File: src/design/sss_pkg.sv
// Shared widths, constants and the set summary record for the sample set statistics block.
package sss_pkg;

    localparam int SAMPLE_BITS = 16;
    localparam int MAX_COUNT   = 65536;

    localparam int COUNT_W = 17;
    localparam int SUM_W   = 33;
    localparam int SUMSQ_W = 48;
    localparam int MAG_W   = 32;
    localparam int PROD_W  = 64;
    localparam int WIDE_W  = 63;
    localparam int NSQ_W   = 33;
    localparam int DIV_W   = 79;
    localparam int DCNT_W  = 7;
    localparam int V16_W   = 47;
    localparam int RAD_W   = 48;
    localparam int ROOT_W  = 24;
    localparam int SREM_W  = 26;
    localparam int SCNT_W  = 5;
    localparam int MEAN_W  = 24;
    localparam int VAR_W   = 39;
    localparam int Q_DEPTH = 2;
    localparam int QPTR_W  = 1;
    localparam int QCNT_W  = 2;

    localparam logic [COUNT_W-1:0] COUNT_LIMIT = COUNT_W'(MAX_COUNT);
    localparam logic signed [SAMPLE_BITS-1:0] MOST_POS = {1'b0, {(SAMPLE_BITS-1){1'b1}}};
    localparam logic signed [SAMPLE_BITS-1:0] MOST_NEG = {1'b1, {(SAMPLE_BITS-1){1'b0}}};

    typedef struct packed {
        logic [COUNT_W-1:0]            count;
        logic signed [SAMPLE_BITS-1:0] min_val;
        logic signed [SAMPLE_BITS-1:0] max_val;
        logic signed [SUM_W-1:0]       sum;
        logic [SUMSQ_W-1:0]            sumsq;
        logic                          ovf;
    } set_summary_t;

endpackage

File: src/design/sss_front.sv
// Front end: accumulates count, min, max, sum and sum of squares, one sample a cycle unless the queue is full.
module sss_front
    import sss_pkg::*;
(
    input  logic                          clk,
    input  logic                          rst_n,
    input  logic signed [SAMPLE_BITS-1:0] sample,
    input  logic                          last,
    input  logic                          in_valid,
    output logic                          in_stall,
    output logic                          push,
    output set_summary_t                  push_data,
    input  logic                          q_full
);

    logic [COUNT_W-1:0]            count_reg, count_next;
    logic signed [SAMPLE_BITS-1:0] min_reg, min_next;
    logic signed [SAMPLE_BITS-1:0] max_reg, max_next;
    logic signed [SUM_W-1:0]       sum_reg, sum_next;
    logic [SUMSQ_W-1:0]            sumsq_reg, sumsq_next;
    logic                          ovf_reg, ovf_next;
    logic                          take;
    logic                          room;
    logic signed [2*SAMPLE_BITS-1:0] sq;

    assign in_stall = q_full;
    assign take     = in_valid && !q_full;
    assign room     = count_reg < COUNT_LIMIT;
    assign sq       = sample * sample;

    always_comb
    begin
        count_next = count_reg;
        min_next   = min_reg;
        max_next   = max_reg;
        sum_next   = sum_reg;
        sumsq_next = sumsq_reg;
        ovf_next   = ovf_reg;
        if (room)
        begin
            count_next = count_reg + COUNT_W'(1);
            if (sample < min_reg)
            begin
                min_next = sample;
            end
            if (sample > max_reg)
            begin
                max_next = sample;
            end
            sum_next   = sum_reg + SUM_W'(sample);
            sumsq_next = sumsq_reg + SUMSQ_W'($unsigned(sq));
        end
        else
        begin
            ovf_next = 1'b1;
        end
    end

    assign push              = take && last;
    assign push_data.count   = count_next;
    assign push_data.min_val = min_next;
    assign push_data.max_val = max_next;
    assign push_data.sum     = sum_next;
    assign push_data.sumsq   = sumsq_next;
    assign push_data.ovf     = ovf_next;

    always_ff @(posedge clk or negedge rst_n)
    begin
        if (!rst_n)
        begin
            count_reg <= '0;
            min_reg   <= MOST_POS;
            max_reg   <= MOST_NEG;
            sum_reg   <= '0;
            sumsq_reg <= '0;
            ovf_reg   <= 1'b0;
        end
        else if (take)
        begin
            if (last)
            begin
                // close the set: summary goes to the queue, start fresh
                count_reg <= '0;
                min_reg   <= MOST_POS;
                max_reg   <= MOST_NEG;
                sum_reg   <= '0;
                sumsq_reg <= '0;
                ovf_reg   <= 1'b0;
            end
            else
            begin
                count_reg <= count_next;
                min_reg   <= min_next;
                max_reg   <= max_next;
                sum_reg   <= sum_next;
                sumsq_reg <= sumsq_next;
                ovf_reg   <= ovf_next;
            end
        end
    end

endmodule

File: config.mk
export PLATFORM = sky130hd
export DESIGN_NAME = sss_front
export DESIGN_NICKNAME = d
export VERILOG_FILES = /design/src/design/sss_pkg.sv /design/src/design/sss_front.sv
export SDC_FILE = /design/constraint.sdc
export NUM_CORES = 1
export LEC_CHECK = 0
export ABC_AREA = 1
export BUFFER_PORTS_ARGS = -buffer_cell sky130_fd_sc_hd__buf_2
export CORE_UTILIZATION = 65
export CTS_BUF_LIST = sky130_fd_sc_hd__clkbuf_4
export DETAILED_ROUTE_END_ITERATION = 12
export PLACE_DENSITY = 0.87
export SYNTH_ARGS = -nofsm -noshare
export SYNTH_HDL_FRONTEND = slang
export SYNTH_SLANG_ARGS = --single-unit
File: constraint.sdc
create_clock -name clk -period 8.6 [get_ports clk]
set_input_delay 0.43 -clock clk [delete_from_list [all_inputs] [get_ports clk]]
set_output_delay 0.43 -clock clk [all_outputs]
set_load 0.03 [all_outputs]
==> impl_metrics.csv <==
group,metric,value,unit
sta,timing.fmax,120,MHz
sta,final_max_slew_viol_count,0,
logic_synthesis,synthTopCellsByArea,"fa_1 22%, nand2_1 15%, dfrtp_1 13%",
setup_path,crit_path_start_kind,"input pin",
clocking,clk_path_buf_depth,2,
clocking,clk_latency,660,ps
global_route,grt.total_usage,37.8,%
logic_synthesis,synth.top_cell.area_share,21.6,%
outcome,status,"complete, but fails checks",
clocking,htree_levels,4,
setup_path,worstSetupStartpoint,"sample[1]",
clocking,cts_tree,"built",
logic_synthesis,synth_nets,3651,
route,wl,64000,um
sta,finClkSkew,18.8,ps
cells_and_area,synthToLayoutAreaGrowth,7.59,%
clocking,cts_root_buf,"clkbuf_4",
logic_synthesis,async_flop_share,100,%
route,drt_iter0_drc,1705,
global_route,grt_overflow,0,
cells_and_area,final_layout_size_suffix_gt1_share,10.2,%
clocking,numCtsBuffers,17,
logic_synthesis,synth.distinct_cells,56,
cells_and_area,most-common-layout-cells,"882 x nand2_1, 707 x inv_1, 237 x fa_1",
global_route,grt_pass1_vias,21899,
floorplan,core_area,33500,sq um
clocking,clk_pin_slew,110,ps
setup_path,crit_path_end_kind,"primary output",
setup_path,regToRegEndpoint,"max_reg[15]",
route,postRouteAntennaNets,0,
floorplan,design.die.area,34900,sq um
setup_path,worstPathRequired,8170,ps
global_route,grt_max_degree,78,
cells_and_area,multi_input_area,15900,sq um
cells_and_area,largest_reg_flops,48,
setup_path,arrival,7870,ps
outcome,violations,"design-rule violations",
sta,worstMarginPinSlew,970,ps
setup_path,critPathSlowestCell,"fa_1",
global_route,grt_first_pass_wirelength,106000,um
place,pre_cts_ws,149,ps
route,num_vias,21551,
setup_path,worstRegToRegCells,12,
logic_synthesis,netlist_area,22200,sq um
cells_and_area,register_area,3300,sq um
logic_synthesis,ys_ff_latch,131,
cells_and_area,layout.nets,3771,
logic_synthesis,yosysWarnings,0,
sta,fin_crit_sh,96.5,%
route,wl_met2,29800,um
setup_path,slowest_delay,550,ps
cells_and_area,nFillCells,2811,
logic_synthesis,ys.flop_type,"dfrtp_1",
sta,finalHoldViolations,0,
sta,layout_min_cycle_time,8300,ps
route,wl_met1,25200,um
logic_synthesis,synth.largest_area_cell,"fa_1",
setup_path,critPathMaxFanout,8,
route,wl_per_cell,16.9,um
sta,relSlewSlack,35.1,%
global_route,antenna_found_initial,1,
logic_synthesis,synthCells,3208,
route,via_per_inst,5.68,
route,firstDrtPassIters,6,
place,dpl.hpwl,51500,um
place,io_buffers,153,
logic_synthesis,synth_area_per_cell,6.92,sq um
cells_and_area,final_common_cell,"nand2_1",
setup_path,ff2ff_setup_slack,5580,ps
sta,finalSetupViolations,0,
floorplan,die_w,187,um
floorplan,dieHeight,187,um
setup_path,rr_startpoint,"max_reg[15]",
logic_synthesis,synth_edf_count,0,
logic_synthesis,yosysSeqAreaShare,14.9,%
route,top_layer_used,"met4",
route,wl_met3,5430,um
place,place_congestion,1.04,
sta,setup_slack,297,ps
hold_path,hold_class,"in -> reg",
flow_run,maxCapViolCount,0,
route,drc,1,
floorplan,row_count,67,
setup_path,crit_type,"in -> out",
clocking,clock-sinks,131,
setup_path,endpoint,"push_data[41]",
floorplan,io_pins,154,
floorplan,start_util,66.2,%
[layer usage]
| layer | track usage (%) | vias up |
|---|---|---|
| met5 | 0 | - |
| met4 | 21.1 | 0 |
| met3 | 7.32 | 250 |
| met2 | 61.6 | 1044 |
| met1 | 47.1 | 10152 |
| li1 | - | 10105 |
[through the flow]
step,utilization (%),std cells,hold slack [ps],setup TNS [ps],cell area (sq um)
after floorplan,-,3208,134,0,22200
after global placement,69.7,3753,474,0,23400
after detailed placement,69.7,3753,486,0,23400
after CTS,70.7,3786,195,0,23700
after global routing,71.2,3790,241,-13.0,23900
final,71.2,3791,222,0,23900
[worst min path at each step]
stage,depth (start not counted),slack [ps],end,startpoint
floorplan,0,130,count_reg[0],rst_n
global placement,1,470,max_reg[6],rst_n
detailed placement,1,490,max_reg[6],rst_n
CTS,4,200,count_reg[16],last
global route,4,240,count_reg[16],last
finish,4,220,count_reg[16],last
[Yosys cell counts (11+ instances only)]
cell type  count
o21ai_0      129
or2_2         27
buf_1         12
clkbuf_1      57
nand2_4       11
buf_2         13
fa_1         239
nand2_1      884
nor3_1        24
xnor2_1       21
nand4_1       59
nand3_1      184
xor2_1        37
nor2_1       168
o21ai_1       32
inv_1        711
o21bai_1      14
nand3b_1      16
and2_1        30
dfrtp_1      115
a21oi_1      123
ha_1         183
dfstp_2       16
nand3_2       12
[area by class of cell]
cell class	instances	area share (%)
Tap cell	448	2.35
Sequential cell	131	13.8
Multi-Input combinational cell	2267	66.5
Clock inverter	14	0.776
Clock buffer	18	0.566
Antenna cell	2	0.0210
Timing Repair Buffer	191	4.57
Inverter	720	11.4
[timing repair]
action / CTS / global route
endpoints found under the setup margin: 0 / 23
hold endpoints to repair: 51 / 0
resized for setup: 0 / 37
hold buffers: 1 / 0
setup buffers: 0 / 3
[critical path, delay by kind of cell]
kind | cells | cell delay, ps
and+or+nand+nor | 11 | 1580
AOI/OAI and AO/OA | 4 | 840
buffers and inverters | 8 | 920
adders and majority gates | 8 | 3720
xor gates and xnor gates | 2 | 390
[logic make-up (layout without fill, tap and decap cells)]
| logic type | after synthesis | count (layout) | synth area share (%) |
|---|---|---|---|
| compound gates | 343 | 343 | 8.43 |
| xor+xnor | 58 | 58 | 2.29 |
| fa+ha+maj | 422 | 422 | 31.9 |
| buf+inv | 810 | 943 | 14.0 |
| flops | 131 | 131 | 14.9 |
| other cells | 0 | 2 | 0 |
| simple gates | 1444 | 1444 | 28.5 |
Power is not shown: default switching activity piles up to over one toggle a cycle in this logic, so the estimate is an artifact.
