[src/design/sss_pkg.sv]
// Shared widths, constants and the set summary record for the sample set statistics block.
package sss_pkg;

    localparam int SAMPLE_BITS = 16;
    localparam int MAX_COUNT   = 65536;

    localparam int COUNT_W = 17;
    localparam int SUM_W   = 33;
    localparam int SUMSQ_W = 48;
    localparam int MAG_W   = 32;
    localparam int PROD_W  = 64;
    localparam int WIDE_W  = 63;
    localparam int NSQ_W   = 33;
    localparam int DIV_W   = 79;
    localparam int DCNT_W  = 7;
    localparam int V16_W   = 47;
    localparam int RAD_W   = 48;
    localparam int ROOT_W  = 24;
    localparam int SREM_W  = 26;
    localparam int SCNT_W  = 5;
    localparam int MEAN_W  = 24;
    localparam int VAR_W   = 39;
    localparam int Q_DEPTH = 2;
    localparam int QPTR_W  = 1;
    localparam int QCNT_W  = 2;

    localparam logic [COUNT_W-1:0] COUNT_LIMIT = COUNT_W'(MAX_COUNT);
    localparam logic signed [SAMPLE_BITS-1:0] MOST_POS = {1'b0, {(SAMPLE_BITS-1){1'b1}}};
    localparam logic signed [SAMPLE_BITS-1:0] MOST_NEG = {1'b1, {(SAMPLE_BITS-1){1'b0}}};

    typedef struct packed {
        logic [COUNT_W-1:0]            count;
        logic signed [SAMPLE_BITS-1:0] min_val;
        logic signed [SAMPLE_BITS-1:0] max_val;
        logic signed [SUM_W-1:0]       sum;
        logic [SUMSQ_W-1:0]            sumsq;
        logic                          ovf;
    } set_summary_t;

endpackage

[src/design/sss_queue.sv]
// Short queue of set summaries between the front end and the back end.
module sss_queue
    import sss_pkg::*;
(
    input  logic         clk,
    input  logic         rst_n,
    input  logic         push,
    input  set_summary_t push_data,
    output logic         full,
    input  logic         pop,
    output logic         q_valid,
    output set_summary_t q_data
);

    set_summary_t       mem [Q_DEPTH];
    logic [QPTR_W-1:0]  wr_ptr_reg;
    logic [QPTR_W-1:0]  rd_ptr_reg;
    logic [QCNT_W-1:0]  count_reg;
    logic               do_pop;

    assign full    = count_reg == QCNT_W'(Q_DEPTH);
    assign q_valid = count_reg != '0;
    assign q_data  = mem[rd_ptr_reg];
    assign do_pop  = pop && q_valid;

    always_ff @(posedge clk)
    begin
        if (push)
        begin
            mem[wr_ptr_reg] <= push_data;
        end
    end

    always_ff @(posedge clk or negedge rst_n)
    begin
        if (!rst_n)
        begin
            wr_ptr_reg <= '0;
            rd_ptr_reg <= '0;
            count_reg  <= '0;
        end
        else
        begin
            if (push)
            begin
                wr_ptr_reg <= wr_ptr_reg + QPTR_W'(1);
            end
            if (do_pop)
            begin
                rd_ptr_reg <= rd_ptr_reg + QPTR_W'(1);
            end
            if (push && !do_pop)
            begin
                count_reg <= count_reg + QCNT_W'(1);
            end
            else if (do_pop && !push)
            begin
                count_reg <= count_reg - QCNT_W'(1);
            end
        end
    end

    assert property (@(posedge clk) disable iff (!rst_n) push |-> !full)
        else $error("summary pushed into a full queue");

endmodule

[config.mk]
export PLATFORM = sky130hd
export DESIGN_NAME = sss_queue
export DESIGN_NICKNAME = d
export VERILOG_FILES = /design/src/design/sss_pkg.sv /design/src/design/sss_queue.sv
export SDC_FILE = /design/constraint.sdc
export NUM_CORES = 1
export LEC_CHECK = 0
export ABC_AREA = 1
export BUFFER_PORTS_ARGS = -buffer_cell sky130_fd_sc_hd__clkbuf_2
export CAP_MARGIN = 10
export CORE_ASPECT_RATIO = 0.6
export CORE_UTILIZATION = 40
export DETAILED_ROUTE_END_ITERATION = 7
export PLACE_DENSITY = 0.66
export SKIP_CTS_REPAIR_TIMING = 1
export SYNTH_ARGS = -nofsm -noshare
export SYNTH_HDL_FRONTEND = slang
export SYNTH_SLANG_ARGS = --single-unit
[constraint.sdc]
create_clock -name clk -period 6.56 [get_ports clk]
set_input_delay 1.312 -clock clk [delete_from_list [all_inputs] [get_ports clk]]
set_output_delay 1.312 -clock clk [all_outputs]
set_load 0.01 [all_outputs]
==> impl_metrics.toml, run 1 <==
[run_status]
status = "complete, no violations"

[synth]
yosys-top-cells-area = "edfxtp_1 80%, nand2_1 15%, buf_6 1.0%"
yosysWarnings = 0
syn_nets = 848
netlist.top_cell.by_area = "edfxtp_1"
synth_area_per_cell_sq_um = 13.74
post_synth_num_cell_types = 14
netlist_instances = 712
synth_edf_count = 262
yosysSeqAreaShare_pct = 81.42
yosysTopAreaCellShare_pct = 80.40
syn_area_sq_um = 9786
ys_seq_elements = 266
synthArstFlopShare_pct = 1.504
yosysMostFrequentCell = "nand2_1"
ys_top_cells_by_count = "402 x nand2_1, 262 x edfxtp_1, 10 x buf_2, 10 x buf_4, 9 x buf_6"
ys_dominant_reg_cell = "edfxtp_1"

[global_route]
overflow = 0
first_global_vias = 5503
antenna_found_initial = 1
grt_pass1_wl_microns = 30340
grt_max_degree = 97
grt_usage_pct = 15.94

[timing]
slew_headroom_pct = 30.58
tns_ps = 0
fin_crit_sh_pct = 65.73
fin_ws_ps = 2248
setup-violations-final = 0
tightest_slew_ps = 1041
fmax_ghz = 0.2319
holdWs_ps = 479.3
finalHoldViolations = 0
fin_crit_ps = 4312
worst_clock_skew_ps = 8.519
slew_viol_final = 0
rsz0062_at_grt = "false"

[pwr]
p_int_mw = 3.494
combPwrFrac_pct = 29.8
peakVddDrop_uv = 309.3
netSwitchingFraction_pct = 33.70
power_per_cell_area_nw_per_um2 = 436.4
p_leak_nw = 5.239
clkPwrFrac_pct = 24.9
switchingPower_mw = 1.776
pwr-share-seq_pct = 45.3

[floorplan]
core_area_sq_um = 23570
die_h_microns = 123.2
io_pins = 268
rows = 43
die-area_sq_um = 25110
die_w_microns = 203.9
initial_utilization_pct = 41.53

[flow_run]
drv_cap = 0

[detailed_routing]
via_per_inst = 4.557
vias = 5983
dr.first_iter.drc_count = 329
dr.pass1.iters = 6
wl_per_cell_microns = 15.57
drcViolationCount = 0
drt.antenna.violating_nets = 0
drt_wl_total_microns = 20440

[placed_design]
io_buffers = 267
place_congestion = 0.7898
hpwl_microns = 13170
place_ws_ps = 2735
dp.cells = 1271

[final_layout]
n_antenna_cell = 0
final_cell_count_no_fill = 1313
drive_gt1_share_pct = 30.96
synthToLayoutAreaGrowth_pct = 23.44
largest_reg_flops = 262
layout.nets = 1119

[critical_path]
crit_type = "reg2out"
start_kind = "flip-flop"
r2r-start = "rd_ptr_reg$_DFFE_PN0P_"
crit_path_start = "rd_ptr_reg$_DFFE_PN0P_"
required_ps = 5250
critical_path.max_fanout = 96
crit_path_end = "q_data[59]"
reg2reg_slack_ps = 4130
end_kind = "output pin"
r2r_cells = 4
crit_arrival_ps = 3000
r2r_end = "rd_ptr_reg$_DFFE_PN0P_"

[hold_path]
hold_path_class = "reg2reg"
holdPathStages = 2

[clock_network]
clock-sinks = 266
root_buffer = "clkbuf_16"
cts.clk_slew.worst_paths_ps = 70
cts_tree = "done"
numCtsBuffers = 25
cts_max_path_buffers = 3
htreeDepth = 1
insertion_delay_ps = 510
-- critical path, stage by stage, from the launching register on --
cell and delay (ps):
dfrtp_4 740, inv_4 850, buf_4 520, nand2_1 110, nand2_1 90, clkbuf_2 130
-- per-stage QoR --
stage / cell area, sq um / power, mW / utilization, %
4_1_cts: 12080 / 5.349 / 51.26
3_5_place_dp: 11350 / 4.028 / 48.17
5_1_grt: 12080 / 5.596 / 51.26
6_report: 12080 / 5.271 / 51.26
3_3_place_gp: 11350 / 4.014 / 48.17
2_1_floorplan: 9788 / 3.413 / -
-- how the worst min path moves through the flow --
stage	startpoint	to	slack [ps]
finish	count_reg[1]$_DFFE_PN0P_	count_reg[1]$_DFFE_PN0P_	480
global placement	count_reg[1]$_DFFE_PN0P_	count_reg[1]$_DFFE_PN0P_	470
detailed placement	count_reg[1]$_DFFE_PN0P_	count_reg[1]$_DFFE_PN0P_	460
global route	count_reg[1]$_DFFE_PN0P_	count_reg[1]$_DFFE_PN0P_	550
CTS	count_reg[1]$_DFFE_PN0P_	count_reg[1]$_DFFE_PN0P_	480
floorplan	count_reg[1]$_DFFE_PN0P_	count_reg[1]$_DFFE_PN0P_	440
-- layer usage --
| layer | share of wire, % | wire, microns | vias to the layer above | track usage [%] |
|---|---|---|---|---|
| met5 | 0.064 | 13 | - | 0 |
| met4 | 1.3 | 267 | 2 | 3.008 |
| met3 | 9.2 | 1884 | 25 | 5.720 |
| met2 | 44 | 9071 | 219 | 24.09 |
| met1 | 45 | 9205 | 2791 | 22.30 |
| li1 | - | - | 2946 | - |
-- cell usage in the layout, fill, tap and decap left out, drive strengths merged --
cell and n:
nand2 402, clkbuf 296, edfxtp 262, clkinv 10, inv 7, buf 6
dfrtp 4, nand3 2, clkinvlp 2, nor2 2, xnor2 1, xor2 1
nand4 1, ha 1, bufinv 1
-- power by group through the flow --
| stage | logic [mW] | clock network [mW] | registers, mW |
|---|---|---|---|
| final | 1.57 | 1.31 | 2.39 |
| after global routing | 1.76 | 1.41 | 2.42 |
| after CTS | 1.60 | 1.35 | 2.39 |
| after detailed placement | 1.60 | 0 | 2.43 |
| after global placement | 1.59 | 0 | 2.42 |
| after floorplan | 1.03 | 0 | 2.39 |
-- logic make-up (layout without fill, tap and decap cells) --
family	count (synthesis)	count (layout)	share of synthesized area, %
xor+xnor	2	2	0.1790
simple gates	407	407	15.66
fa+ha+maj	1	1	0.1278
buf+inv	36	322	2.608
flops	266	266	81.42
-- cell type report --
type,instances,area (sq um)
fillers,2025,11490
flip-flops and latches,266,7971
multi-input cells,410,1570
repair buffers,273,1381
clock buffers,29,640.6
well taps,315,394.1
clock inverters,13,87.58
inverters,7,33.78
No activity file was read; power rests on OpenSTA's default activity.
==> run 2: changes to the inputs <==
--- a/config.mk
+++ b/config.mk
@@ -11,7 +11,6 @@
 export CORE_ASPECT_RATIO = 0.6
 export CORE_UTILIZATION = 40
 export DETAILED_ROUTE_END_ITERATION = 7
-export PLACE_DENSITY = 0.66
 export SKIP_CTS_REPAIR_TIMING = 1
 export SYNTH_ARGS = -nofsm -noshare
 export SYNTH_HDL_FRONTEND = slang
==> constraint.sdc (replaced) <==
create_clock -name clk -period 4.3 [get_ports clk]
set_input_delay 0.86 -clock clk [delete_from_list [all_inputs] [get_ports clk]]
set_output_delay 0.86 -clock clk [all_outputs]
set_load 0.01 [all_outputs]
==> run 2 against run 1 <==
Effect of this change:
- clock power rose by 57%
- die area stayed put
- global-route usage is 0.14 points higher
- via count down 2.5%
- worst setup slack worse by 1500 ps
- register-to-register slack lost 1900 ps
- cell count up 0.15%
- combinational power rose by 56%
- largest power group unchanged
- critical endpoint is now q_data[26]
- non-clock buffer count decreased by 1
==> impl_metrics.toml, run 2 (synthesis gave the netlist of run 1 again) <==
[run_status]
status = "complete, no violations"

[pwr]
report.power.total_mw = 8.124
peakVddDrop_uv = 334.0
p_leak_nw = 5.256
power_per_cell_area_nw_per_um2 = 669.4

[floorplan]
rows = 43
die-area_sq_um = 25110
die_h_microns = 123.2
io_pins = 268
initial_utilization_pct = 41.53
core_area_sq_um = 23570
die_w_microns = 203.9

[detailed_routing]
dr.first_iter.drc_count = 316
dr.pass1.iters = 4
drt_wl_total_microns = 20390
via_per_inst = 4.436
wl_per_cell_microns = 15.50
drt.antenna.violating_nets = 0
drcViolationCount = 0
vias = 5833

[final_layout]
synthToLayoutAreaGrowth_pct = 24.02
final_cell_count_no_fill = 1315
fin_area_sq_um = 12140
layout_common_cells = "402 x nand2_1, 267 x clkbuf_2, 262 x edfxtp_1"
multiInputGateArea_sq_um = 1570
fin_util_pct = 51.50
drive_gt1_share_pct = 30.53
fill_cells = 2066
final_common_cell = "nand2_1"
register_area_sq_um = 7971
layout.nets = 1117
largest_reg_flops = 262

[global_route]
grt_use_met1_pct = 22.42
grt_busiest_layer = "met2"
grtUsageMet2_pct = 23.75
overflow = 0
first_global_vias = 5456
use_met3_pct = 6.431
grt_pass1_wl_microns = 30630
grt_max_degree = 86
grt_usage_pct = 16.08
antenna_found_initial = 1

[clock_network]
insertion_delay_ps = 510
cts_tree = "done"
cts.clk_slew.worst_paths_ps = 60
clock-sinks = 266
root_buffer = "clkbuf_16"
cts_max_path_buffers = 3
numCtsBuffers = 24
htreeDepth = 1

[critical_path]
critical_path.max_fanout = 68
crit_chain = "inv_4 -> buf_12 -> nand2_1 -> nand2_1 -> clkbuf_2"
cp_slowest_stage_delay_ps = 690
start_kind = "flip-flop"
end_kind = "output pin"
required_ps = 3440
cpMaxStageDelayCell = "dfrtp_4"
r2r-start = "rd_ptr_reg$_DFFE_PN0P_"
critPathBufInv = 3
crit_path_start = "rd_ptr_reg$_DFFE_PN0P_"
crit_type = "reg2out"
crit_top_cell = "nand2_1"
cp_top_family = "buffers and inverters"
crit_arrival_ps = 2650

[hold_path]
hold_path_class = "in2async"

[placed_design]
hpwl_microns = 13000
place_congestion = 0.7346
io_buffers = 267
place_area_sq_um = 11380
dp.cells = 1270

[timing]
worst_clock_skew_ps = 7.269
finalHoldViolations = 0
tns_ps = 0
slew_viol_final = 0
fin_crit_sh_pct = 81.64
fin_crit_ps = 3511
tightest_slew_ps = 974.6
rsz0062_at_grt = "false"
slew_headroom_pct = 35.03
fmax_ghz = 0.2848
setup-violations-final = 0

[flow_run]
drv_cap = 0
==> run 2: cell count changes in the layout (fill, tap and decap cells not counted) <==
cell	before	now
buf_12	0	3
buf_4	6	2
clkbuf_1	4	12
clkbuf_8	0	3
clkinv_1	6	3
clkinv_2	4	0
clkinvlp_4	2	0
diode_2	0	1
==> run 2: area by class of cell <==
class	count	area share [%]
flip-flops and latches	266	65.68
clock buffers	40	5.866
clock inverters	4	0.3402
well taps	315	3.247
multi-input cells	410	12.94
diodes	1	0.02062
inverters	7	0.2784
repair buffers	272	11.63
==> run 2: path summary, 6_finish.rpt <==
kind                                            end  slack, ps  cells past startpoint
max reg2reg                  rd_ptr_reg$_DFFE_PN0P_       2280                      4
min                        count_reg[0]$_DFFE_PN0P_        140                      1
min reg2reg                count_reg[1]$_DFFE_PN0P_        490                      2
min in group clk           count_reg[1]$_DFFE_PN0P_        490                      2
max in group asynchronous    rd_ptr_reg$_DFFE_PN0P_       4000                      1
max                                      q_data[26]        790                      5
==> run 2: per-layer routing <==
metal	vias to the layer above	routed length, microns
met5	-	0
li1	2944	-
met4	0	358
met1	2699	9327
met2	170	8810
met3	20	1889
==> run 2: through the flow <==
step           setup slack, ps  hold WS (ps)
6_report                 789.3         142.2
5_1_grt                  560.8         120.5
4_1_cts                  701.0         115.9
3_5_place_dp              1268         470.6
3_3_place_gp              1271         468.3
2_1_floorplan            367.7         441.7
==> run 2: report_power, final <==
part | internal, mW | total, mW | leakage (nW) | switching [mW]
Combinational | 0.788 | 2.45 | 2.39 | 1.66
Sequential | 3.44 | 3.62 | 2.51 | 0.178
Clock | 1.18 | 2.06 | 0.363 | 0.872
