## config.mk

```make
export PLATFORM = sky130hd
export DESIGN_NAME = sss_back
export DESIGN_NICKNAME = d
export VERILOG_FILES = /design/src/design/sss_pkg.sv /design/src/design/sss_divider.sv /design/src/design/sss_back.sv
export SDC_FILE = /design/constraint.sdc
export NUM_CORES = 2
export LEC_CHECK = 0
export ABC_CLOCK_PERIOD_IN_PS = 11300
export BUFFER_PORTS_ARGS = -buffer_cell sky130_fd_sc_hd__buf_2
export CAP_MARGIN = 20
export CELL_PAD_IN_SITES_DETAIL_PLACEMENT = 0
export CELL_PAD_IN_SITES_GLOBAL_PLACEMENT = 2
export CORE_ASPECT_RATIO = 1.5
export CORE_UTILIZATION = 39
export CTS_BUF_LIST = sky130_fd_sc_hd__clkbuf_4 sky130_fd_sc_hd__clkbuf_8
export DETAILED_ROUTE_END_ITERATION = 12
export PLACE_DENSITY_LB_ADDON = 0.2
export SLEW_MARGIN = 20
export SYNTH_ARGS = -nofsm -noshare
export SYNTH_HDL_FRONTEND = slang
export SYNTH_SLANG_ARGS = --single-unit
```

## constraint.sdc

```tcl
create_clock -name clk -period 11.3 [get_ports clk]
set_input_delay 1.13 -clock clk [delete_from_list [all_inputs] [get_ports clk]]
set_output_delay 1.13 -clock clk [all_outputs]
set_load 0.05 [all_outputs]
```

## src/design/sss_pkg.sv

```systemverilog
// Shared widths, constants and the set summary record for the sample set statistics block.
package sss_pkg;

    localparam int SAMPLE_BITS = 16;
    localparam int MAX_COUNT   = 65536;

    localparam int COUNT_W = 17;
    localparam int SUM_W   = 33;
    localparam int SUMSQ_W = 48;
    localparam int MAG_W   = 32;
    localparam int PROD_W  = 64;
    localparam int WIDE_W  = 63;
    localparam int NSQ_W   = 33;
    localparam int DIV_W   = 79;
    localparam int DCNT_W  = 7;
    localparam int V16_W   = 47;
    localparam int RAD_W   = 48;
    localparam int ROOT_W  = 24;
    localparam int SREM_W  = 26;
    localparam int SCNT_W  = 5;
    localparam int MEAN_W  = 24;
    localparam int VAR_W   = 39;
    localparam int Q_DEPTH = 2;
    localparam int QPTR_W  = 1;
    localparam int QCNT_W  = 2;

    localparam logic [COUNT_W-1:0] COUNT_LIMIT = COUNT_W'(MAX_COUNT);
    localparam logic signed [SAMPLE_BITS-1:0] MOST_POS = {1'b0, {(SAMPLE_BITS-1){1'b1}}};
    localparam logic signed [SAMPLE_BITS-1:0] MOST_NEG = {1'b1, {(SAMPLE_BITS-1){1'b0}}};

    typedef struct packed {
        logic [COUNT_W-1:0]            count;
        logic signed [SAMPLE_BITS-1:0] min_val;
        logic signed [SAMPLE_BITS-1:0] max_val;
        logic signed [SUM_W-1:0]       sum;
        logic [SUMSQ_W-1:0]            sumsq;
        logic                          ovf;
    } set_summary_t;

endpackage

```

## src/design/sss_divider.sv

```systemverilog
// Restoring divider, one quotient bit per cycle, shared by the mean and variance steps.
module sss_divider
    import sss_pkg::*;
(
    input  logic              clk,
    input  logic              rst_n,
    input  logic              start,
    input  logic [DIV_W-1:0]  dividend,
    input  logic [NSQ_W-1:0]  divisor,
    output logic              done,
    output logic [DIV_W-1:0]  quotient
);

    logic [DIV_W-1:0]  dvd_reg;
    logic [NSQ_W-1:0]  dsr_reg;
    logic [NSQ_W-1:0]  rem_reg;
    logic [DCNT_W-1:0] cnt_reg;
    logic              busy_reg;
    logic              done_reg;
    logic [NSQ_W:0]    rem_sh;
    logic              ge;
    logic [NSQ_W:0]    rem_sub;

    assign rem_sh  = {rem_reg, dvd_reg[DIV_W-1]};
    assign ge      = rem_sh >= {1'b0, dsr_reg};
    assign rem_sub = rem_sh - {1'b0, dsr_reg};

    assign done     = done_reg;
    assign quotient = dvd_reg;

    always_ff @(posedge clk)
    begin
        if (start)
        begin
            dvd_reg <= dividend;
            dsr_reg <= divisor;
            rem_reg <= '0;
        end
        else if (busy_reg)
        begin
            // shift the quotient bit in where the dividend bit left
            dvd_reg <= {dvd_reg[DIV_W-2:0], ge};
            rem_reg <= ge ? rem_sub[NSQ_W-1:0] : rem_sh[NSQ_W-1:0];
        end
    end

    always_ff @(posedge clk or negedge rst_n)
    begin
        if (!rst_n)
        begin
            busy_reg <= 1'b0;
            done_reg <= 1'b0;
            cnt_reg  <= '0;
        end
        else
        begin
            done_reg <= 1'b0;
            if (start)
            begin
                busy_reg <= 1'b1;
                cnt_reg  <= '0;
            end
            else if (busy_reg)
            begin
                if (cnt_reg == DCNT_W'(DIV_W - 1))
                begin
                    busy_reg <= 1'b0;
                    done_reg <= 1'b1;
                end
                cnt_reg <= cnt_reg + DCNT_W'(1);
            end
        end
    end

endmodule

```

## src/design/sss_back.sv

```systemverilog
// Back end: products, mean, variance and square root of one set, then the result register.
module sss_back
    import sss_pkg::*;
(
    input  logic                          clk,
    input  logic                          rst_n,
    input  logic                          q_valid,
    input  set_summary_t                  q_data,
    output logic                          pop,
    output logic [COUNT_W-1:0]            sample_count,
    output logic signed [SAMPLE_BITS-1:0] smallest,
    output logic signed [SAMPLE_BITS-1:0] largest,
    output logic [SAMPLE_BITS-1:0]        spread,
    output logic signed [MEAN_W-1:0]      average,
    output logic [VAR_W-1:0]              variance_q8,
    output logic [ROOT_W-1:0]             deviation_q8,
    output logic                          overflowed,
    output logic                          out_valid,
    input  logic                          out_stall
);

    localparam logic [3:0] S_IDLE = 4'd0;
    localparam logic [3:0] S_M0   = 4'd1;
    localparam logic [3:0] S_M1   = 4'd2;
    localparam logic [3:0] S_M2   = 4'd3;
    localparam logic [3:0] S_M3   = 4'd4;
    localparam logic [3:0] S_M4   = 4'd5;
    localparam logic [3:0] S_MS   = 4'd6;
    localparam logic [3:0] S_MW   = 4'd7;
    localparam logic [3:0] S_VS   = 4'd8;
    localparam logic [3:0] S_VW   = 4'd9;
    localparam logic [3:0] S_RS   = 4'd10;
    localparam logic [3:0] S_RW   = 4'd11;
    localparam logic [3:0] S_OUT  = 4'd12;

    logic [3:0]          state_reg, state_next;
    set_summary_t        ent_reg;
    logic [MAG_W-1:0]    smag_reg;
    logic                neg_reg;
    logic [PROD_W-1:0]   p_reg;
    logic [WIDE_W-1:0]   a_reg;
    logic [WIDE_W-1:0]   b_reg;
    logic [WIDE_W-1:0]   d_reg;
    logic [NSQ_W-1:0]    nsq_reg;
    logic [MEAN_W-1:0]   mean_reg;
    logic [V16_W-1:0]    v16_reg;
    logic [RAD_W-1:0]    rad_reg;
    logic [SREM_W-1:0]   srem_reg;
    logic [ROOT_W-1:0]   root_reg;
    logic [SCNT_W-1:0]   scnt_reg;
    logic                out_valid_reg;

    logic [MAG_W-1:0]    mul_a, mul_b;
    logic [PROD_W-1:0]   prod;
    logic [SUM_W-1:0]    sum_abs;
    logic                div_start;
    logic                div_done;
    logic [DIV_W-1:0]    div_dividend;
    logic [NSQ_W-1:0]    div_divisor;
    logic [DIV_W-1:0]    div_quot;
    logic [SREM_W+1:0]   srem_sh;
    logic [SREM_W+1:0]   strial;
    logic                sge;
    logic                out_load;

    assign pop      = (state_reg == S_IDLE) && q_valid;
    assign out_load = (state_reg == S_OUT) && (!out_valid_reg || !out_stall);
    assign sum_abs  = q_data.sum[SUM_W-1] ? SUM_W'(-q_data.sum) : q_data.sum;

    // one shared multiplier; operands follow the sequencer
    always_comb
    begin
        mul_a = '0;
        mul_b = '0;
        unique case (state_reg)
            S_M0:
            begin
                mul_a = MAG_W'(ent_reg.count);
                mul_b = MAG_W'(ent_reg.sumsq[23:0]);
            end
            S_M1:
            begin
                mul_a = MAG_W'(ent_reg.count);
                mul_b = MAG_W'(ent_reg.sumsq[SUMSQ_W-1:24]);
            end
            S_M2:
            begin
                mul_a = smag_reg;
                mul_b = smag_reg;
            end
            S_M3:
            begin
                mul_a = MAG_W'(ent_reg.count);
                mul_b = MAG_W'(ent_reg.count);
            end
            default:
            begin
                mul_a = '0;
                mul_b = '0;
            end
        endcase
    end
    assign prod = PROD_W'(mul_a) * PROD_W'(mul_b);

    assign div_start    = (state_reg == S_MS) || (state_reg == S_VS);
    assign div_dividend = (state_reg == S_VS) ? {d_reg, 16'b0} : DIV_W'({smag_reg, 8'b0});
    assign div_divisor  = (state_reg == S_VS) ? nsq_reg : NSQ_W'(ent_reg.count);

    sss_divider u_div (
        .clk      (clk),
        .rst_n    (rst_n),
        .start    (div_start),
        .dividend (div_dividend),
        .divisor  (div_divisor),
        .done     (div_done),
        .quotient (div_quot)
    );

    // square root: two radicand bits per step
    assign srem_sh = {srem_reg, rad_reg[RAD_W-1:RAD_W-2]};
    assign strial  = (SREM_W+2)'({root_reg, 2'b01});
    assign sge     = srem_sh >= strial;

    always_comb
    begin
        state_next = state_reg;
        unique case (state_reg)
            S_IDLE: if (q_valid) state_next = S_M0;
            S_M0:   state_next = S_M1;
            S_M1:   state_next = S_M2;
            S_M2:   state_next = S_M3;
            S_M3:   state_next = S_M4;
            S_M4:   state_next = S_MS;
            S_MS:   state_next = S_MW;
            S_MW:   if (div_done) state_next = S_VS;
            S_VS:   state_next = S_VW;
            S_VW:   if (div_done) state_next = S_RS;
            S_RS:   state_next = S_RW;
            S_RW:   if (scnt_reg == SCNT_W'(ROOT_W - 1)) state_next = S_OUT;
            S_OUT:  if (out_load) state_next = S_IDLE;
            default: state_next = S_IDLE;
        endcase
    end

    always_ff @(posedge clk)
    begin
        if (pop)
        begin
            ent_reg  <= q_data;
            smag_reg <= sum_abs[MAG_W-1:0];
            neg_reg  <= q_data.sum[SUM_W-1];
        end
        p_reg <= prod;
        case (state_reg)
            S_M1: a_reg <= WIDE_W'(p_reg[40:0]);
            S_M2: a_reg <= a_reg + WIDE_W'({p_reg[40:0], 24'b0});
            S_M3: b_reg <= p_reg[WIDE_W-1:0];
            S_M4:
            begin
                nsq_reg <= p_reg[NSQ_W-1:0];
                // clamp at zero
                d_reg   <= (a_reg > b_reg) ? a_reg - b_reg : '0;
            end
            S_MW:
            begin
                if (div_done)
                begin
                    mean_reg <= neg_reg ? -div_quot[MEAN_W-1:0] : div_quot[MEAN_W-1:0];
                end
            end
            S_VW:
            begin
                if (div_done)
                begin
                    v16_reg <= div_quot[V16_W-1:0];
                end
            end
            S_RS:
            begin
                rad_reg  <= RAD_W'(v16_reg);
                srem_reg <= '0;
                root_reg <= '0;
                scnt_reg <= '0;
            end
            S_RW:
            begin
                rad_reg  <= {rad_reg[RAD_W-3:0], 2'b00};
                srem_reg <= sge ? SREM_W'(srem_sh - strial) : SREM_W'(srem_sh);
                root_reg <= {root_reg[ROOT_W-2:0], sge};
                scnt_reg <= scnt_reg + SCNT_W'(1);
            end
            default:
            begin
            end
        endcase
        if (out_load)
        begin
            sample_count <= ent_reg.count;
            smallest     <= ent_reg.min_val;
            largest      <= ent_reg.max_val;
            spread       <= SAMPLE_BITS'(ent_reg.max_val - ent_reg.min_val);
            average      <= mean_reg;
            variance_q8  <= v16_reg[V16_W-1:8];
            deviation_q8 <= root_reg;
            overflowed   <= ent_reg.ovf;
        end
    end

    always_ff @(posedge clk or negedge rst_n)
    begin
        if (!rst_n)
        begin
            state_reg     <= S_IDLE;
            out_valid_reg <= 1'b0;
        end
        else
        begin
            state_reg <= state_next;
            if (out_load)
            begin
                out_valid_reg <= 1'b1;
            end
            else if (!out_stall)
            begin
                out_valid_reg <= 1'b0;
            end
        end
    end

    assign out_valid = out_valid_reg;

    assert property (@(posedge clk) disable iff (!rst_n)
        div_done |-> (state_reg == S_MW || state_reg == S_VW))
        else $error("divider finished outside a wait step");

    assert property (@(posedge clk) disable iff (!rst_n)
        out_load |-> ((RAD_W'(root_reg) * RAD_W'(root_reg)) <= RAD_W'(v16_reg)))
        else $error("square root too large");

    assert property (@(posedge clk) disable iff (!rst_n)
        (out_load && neg_reg) |-> (mean_reg[MEAN_W-1] || mean_reg == '0))
        else $error("mean sign disagrees with sum sign");

endmodule

```

==> flow_summary.rst <==
.. list-table::
   :header-rows: 1

   * - Metric
     - Value
   * - Startpoint type of the worst setup path
     - flip-flop
   * - Reported max-cap violation count
     - 0
   * - Ports
     - 290
   * - Worst-Skew Late Latency
     - 880 ps
   * - RR Endpoint
     - p_reg[59]
   * - Routed via count divided by cell count
     - 5.264
   * - Total number of vias
     - 52080
   * - Vias in the first global route
     - 55520
   * - Residual DRC
     - 180
   * - Root Driver
     - sky130_fd_sc_hd__clkbuf_8
   * - Cell leakage power
     - 35.52 nW
   * - Width of the die
     - 355.6 um
   * - Post-synthesis instance area
     - 73160 um2
   * - Initial antenna violation count
     - 23
   * - Number of placement rows
     - 194
   * - Max Clock Skew
     - 71.97 ps
   * - Maximum buffer depth of the clock tree
     - 4
   * - Residual overflow from global routing
     - 0
   * - XOR/XNOR share of the synthesized area
     - 3.209%
   * - Pin slew with the least headroom to its limit
     - 1171 ps
   * - Count of input and output buffers
     - 289
   * - Number of violations reported at the end of detailed-routing iteration 0
     - 3739
   * - Worst rel slew slack
     - 21.93%
   * - Worst stage delay on the critical path
     - 760 ps
   * - Status
     - complete, but fails checks
   * - Placeable core region
     - 186200 um2
   * - Required time of the critical path
     - 12050 ps
   * - Max reg flops
     - 98
   * - Count of flip-flops with a built-in enable after synthesis
     - 792
   * - Arithmetic-cell share of the synthesized area counting full adders, half adders and majority gates
     - 32.08%
   * - Cell count after synthesis
     - 6987
   * - Peak supply drop
     - 87.33 uV
   * - Routed Wire Length
     - 258.9 mm
   * - Post-placement worst setup slack
     - 583.3 ps
   * - Fin. max-slew vios
     - 0
   * - Ys flop type
     - sky130_fd_sc_hd__edfxtp_1
   * - Sequential-to-total area share from yosys stat
     - 35.62%
   * - Fin nets
     - 8791
   * - Hold/Removal Path Class
     - in -> async
   * - Clock slew seen by the registers of the worst setup and hold paths
     - 70 ps
   * - Flop and latch count out of synthesis
     - 902
   * - Type of element capturing the critical path
     - flip-flop
   * - Library cell contributing the largest single delay on the critical path
     - sky130_fd_sc_hd__a222oi_1
   * - Largest net degree at the start of global routing
     - 154
   * - Failing checks
     - design-rule violations
   * - Final Hold Vio Count
     - 0
   * - Power density normalized to cell area
     - 81.83 nW/um2
   * - Worst R2R Path Depth
     - 31
   * - Resized cells post-CTS
     - 0
   * - Type of the worst setup path
     - reg -> reg
   * - Util after Layout
     - 43.59%
   * - CP Max Fanout
     - 18
   * - Simple-gate share of the synthesized area
     - 11.57%
   * - Total number of yosys warnings
     - 0
   * - Clk sink count
     - 902
   * - TritonCTS clock tree
     - done
   * - Worst setup slack after layout
     - 497.8 ps
   * - Initial Utilization
     - 39.29%
   * - Post-Synthesis Net Count
     - 8458
   * - Setup TNS
     - 0 ps
   * - Top library cells by usage in the layout, fill and taps aside
     - sky130_fd_sc_hd__inv_1, sky130_fd_sc_hd__fa_1, sky130_fd_sc_hd__nand2_1
   * - CTS Buf Count
     - 155
   * - Share of synthesized area spent on multiplexers
     - 1.237%
   * - Hold-fix buffers, CTS
     - 0
   * - R2r startpoint
     - state_reg[3]
   * - Last weighted congestion value of the routability-driven placer
     - 0.9747
   * - Period Utilization, post-route
     - 95.59%
   * - Cell mode on critical path
     - sky130_fd_sc_hd__fa_1
   * - Die outline area
     - 189300 um2
   * - Maximum clock frequency
     - 92.57 MHz
   * - Share of final-layout standard cells stronger than drive strength 1
     - 11.05%
   * - Launch point of the critical path
     - state_reg[3]
   * - Data arrival, critical path
     - 11550 ps
   * - Die outline height
     - 532.4 um
   * - Min Tclk post-route
     - 10800 ps
   * - Slack of the worst reg-to-reg path
     - 500 ps
   * - First-pass GRT wire length
     - 373.4 mm
   * - Setup Fix Bufs, Post-CTS
     - 0
   * - Drt pass-1 iters
     - 11
   * - Unique masters post-synth
     - 97
   * - Global-route usage over all layers
     - 27.38%
   * - Number of failing setup endpoints in the final timing report
     - 0
   * - Mean area per synthesized cell
     - 10.47 um2
   * - Number of levels the H-tree was split into
     - 4
   * - Compound-gate portion of the synthesized area
     - 8.707%
   * - Placed wire-length estimate after detailed placement
     - 209.1 mm
   * - Proportion of synthesized flip-flops having asynchronous set or reset
     - 1.552%
   * - Area growth, synth to finish
     - 10.95%
   * - Commonest non-fill, non-tap cell in the layout
     - sky130_fd_sc_hd__inv_1
   * - Routed length per placed instance
     - 26.18 um
   * - Antenna-violating nets left
     - 0
   * - Combinational family with the most area after synthesis
     - adder cells
   * - Unrepaired setup endpoints after global routing
     - no
==> report_power, final <==
group	leakage (nW)	switching, mW	total [mW]	internal [mW]
logic	26.5	0.0265	0.0519	0.0254
registers	7.44	0.0000000000000000191	3.58	3.58
clock network	1.60	1.38	3.01	1.63
total	35.5	1.41	6.64	5.23
==> how the worst max path moves through the flow <==
stage	endpoint	slack, ps	cells after the start
after CTS	p_reg[59]	530	30
after floorplan	p_reg[59]	760	31
final	p_reg[59]	500	31
after detailed placement	p_reg[59]	580	30
after global placement	p_reg[59]	420	29
after global routing	p_reg[59]	150	30
==> per-stage QoR <==
stage	std cells	hold WS [ps]	total power, mW	instance area [um2]
after detailed placement	9613	388.7	3.702	78090
final	9892	191.0	6.642	81160
after global routing	9880	156.5	6.870	81130
after global placement	9612	389.1	3.702	78070
after CTS	9879	118.5	6.741	81130
after floorplan	6987	385.5	3.666	73160
==> routing by layer <==
layer  vias to the layer above  part of all wire [%]  GRT usage (%)
li1                      23390                     -              -
met1                     26370                    36          30.10
met2                      1716                    51          49.16
met3                       595                   5.5          4.007
met4                        12                   7.4          17.07
met5                         -                 0.032              0
==> logic make-up (layout without fill, tap and decap cells) <==
family	after synthesis	count (layout)
AND/OR/NAND/NOR	1983	1983
buffers and inverters	1462	1904
adder cells (fa/ha/maj)	1336	1336
AO/OA/AOI/OAI	948	948
flip-flops	902	902
XOR/XNOR	268	268
multiplexers	88	88
other	0	13
==> area by class of cell <==
type | count | area, um2
fill | 18120 | 105000
multi-input combinational | 4623 | 41760
antenna | 13 | 32.53
inverter | 1177 | 4418
tap | 2450 | 3065
clock inverter | 60 | 454.2
sequential | 902 | 26060
clock buffer | 206 | 2585
timing repair buffer | 461 | 2791
==> cell usage after synthesis (37+ instances only) <==
| master | n | area share, % |
|---|---|---|
| sky130_fd_sc_hd__clkbuf_1 | 243 | 1.2 |
| sky130_fd_sc_hd__ha_1 | 437 | 7.5 |
| sky130_fd_sc_hd__mux2i_1 | 69 | 0.94 |
| sky130_fd_sc_hd__o21a_1 | 39 | 0.40 |
| sky130_fd_sc_hd__nor3_1 | 37 | 0.25 |
| sky130_fd_sc_hd__nor2b_1 | 52 | 0.44 |
| sky130_fd_sc_hd__dfxtp_1 | 96 | 2.6 |
| sky130_fd_sc_hd__a21o_1 | 128 | 1.3 |
| sky130_fd_sc_hd__nor2_1 | 701 | 3.6 |
| sky130_fd_sc_hd__fa_1 | 899 | 25 |
| sky130_fd_sc_hd__nand3_1 | 46 | 0.31 |
| sky130_fd_sc_hd__xor2_1 | 89 | 1.1 |
| sky130_fd_sc_hd__edfxtp_1 | 792 | 33 |
| sky130_fd_sc_hd__inv_1 | 1169 | 6.0 |
| sky130_fd_sc_hd__a22o_1 | 47 | 0.56 |
| sky130_fd_sc_hd__nand2_1 | 869 | 4.5 |
| sky130_fd_sc_hd__nand2b_1 | 40 | 0.34 |
| sky130_fd_sc_hd__o21ai_0 | 187 | 1.3 |
| sky130_fd_sc_hd__a21oi_1 | 250 | 1.7 |
| sky130_fd_sc_hd__xnor2_1 | 179 | 2.1 |
| sky130_fd_sc_hd__and3_1 | 61 | 0.52 |
| sky130_fd_sc_hd__and2_1 | 45 | 0.38 |
| sky130_fd_sc_hd__nand4_1 | 40 | 0.34 |
==> worst max-delay path: cells and delay by family, from the launching register on <==
kind | cells | cell delay (ps)
AOI/OAI and AO/OA | 9 | 2880
xor gates and xnor gates | 1 | 130
adders and majority gates | 9 | 4510
buffers and inverters | 5 | 950
DFF | 1 | 640
and+or+nand+nor | 7 | 1550
Power figures use the tool's default switching activity.
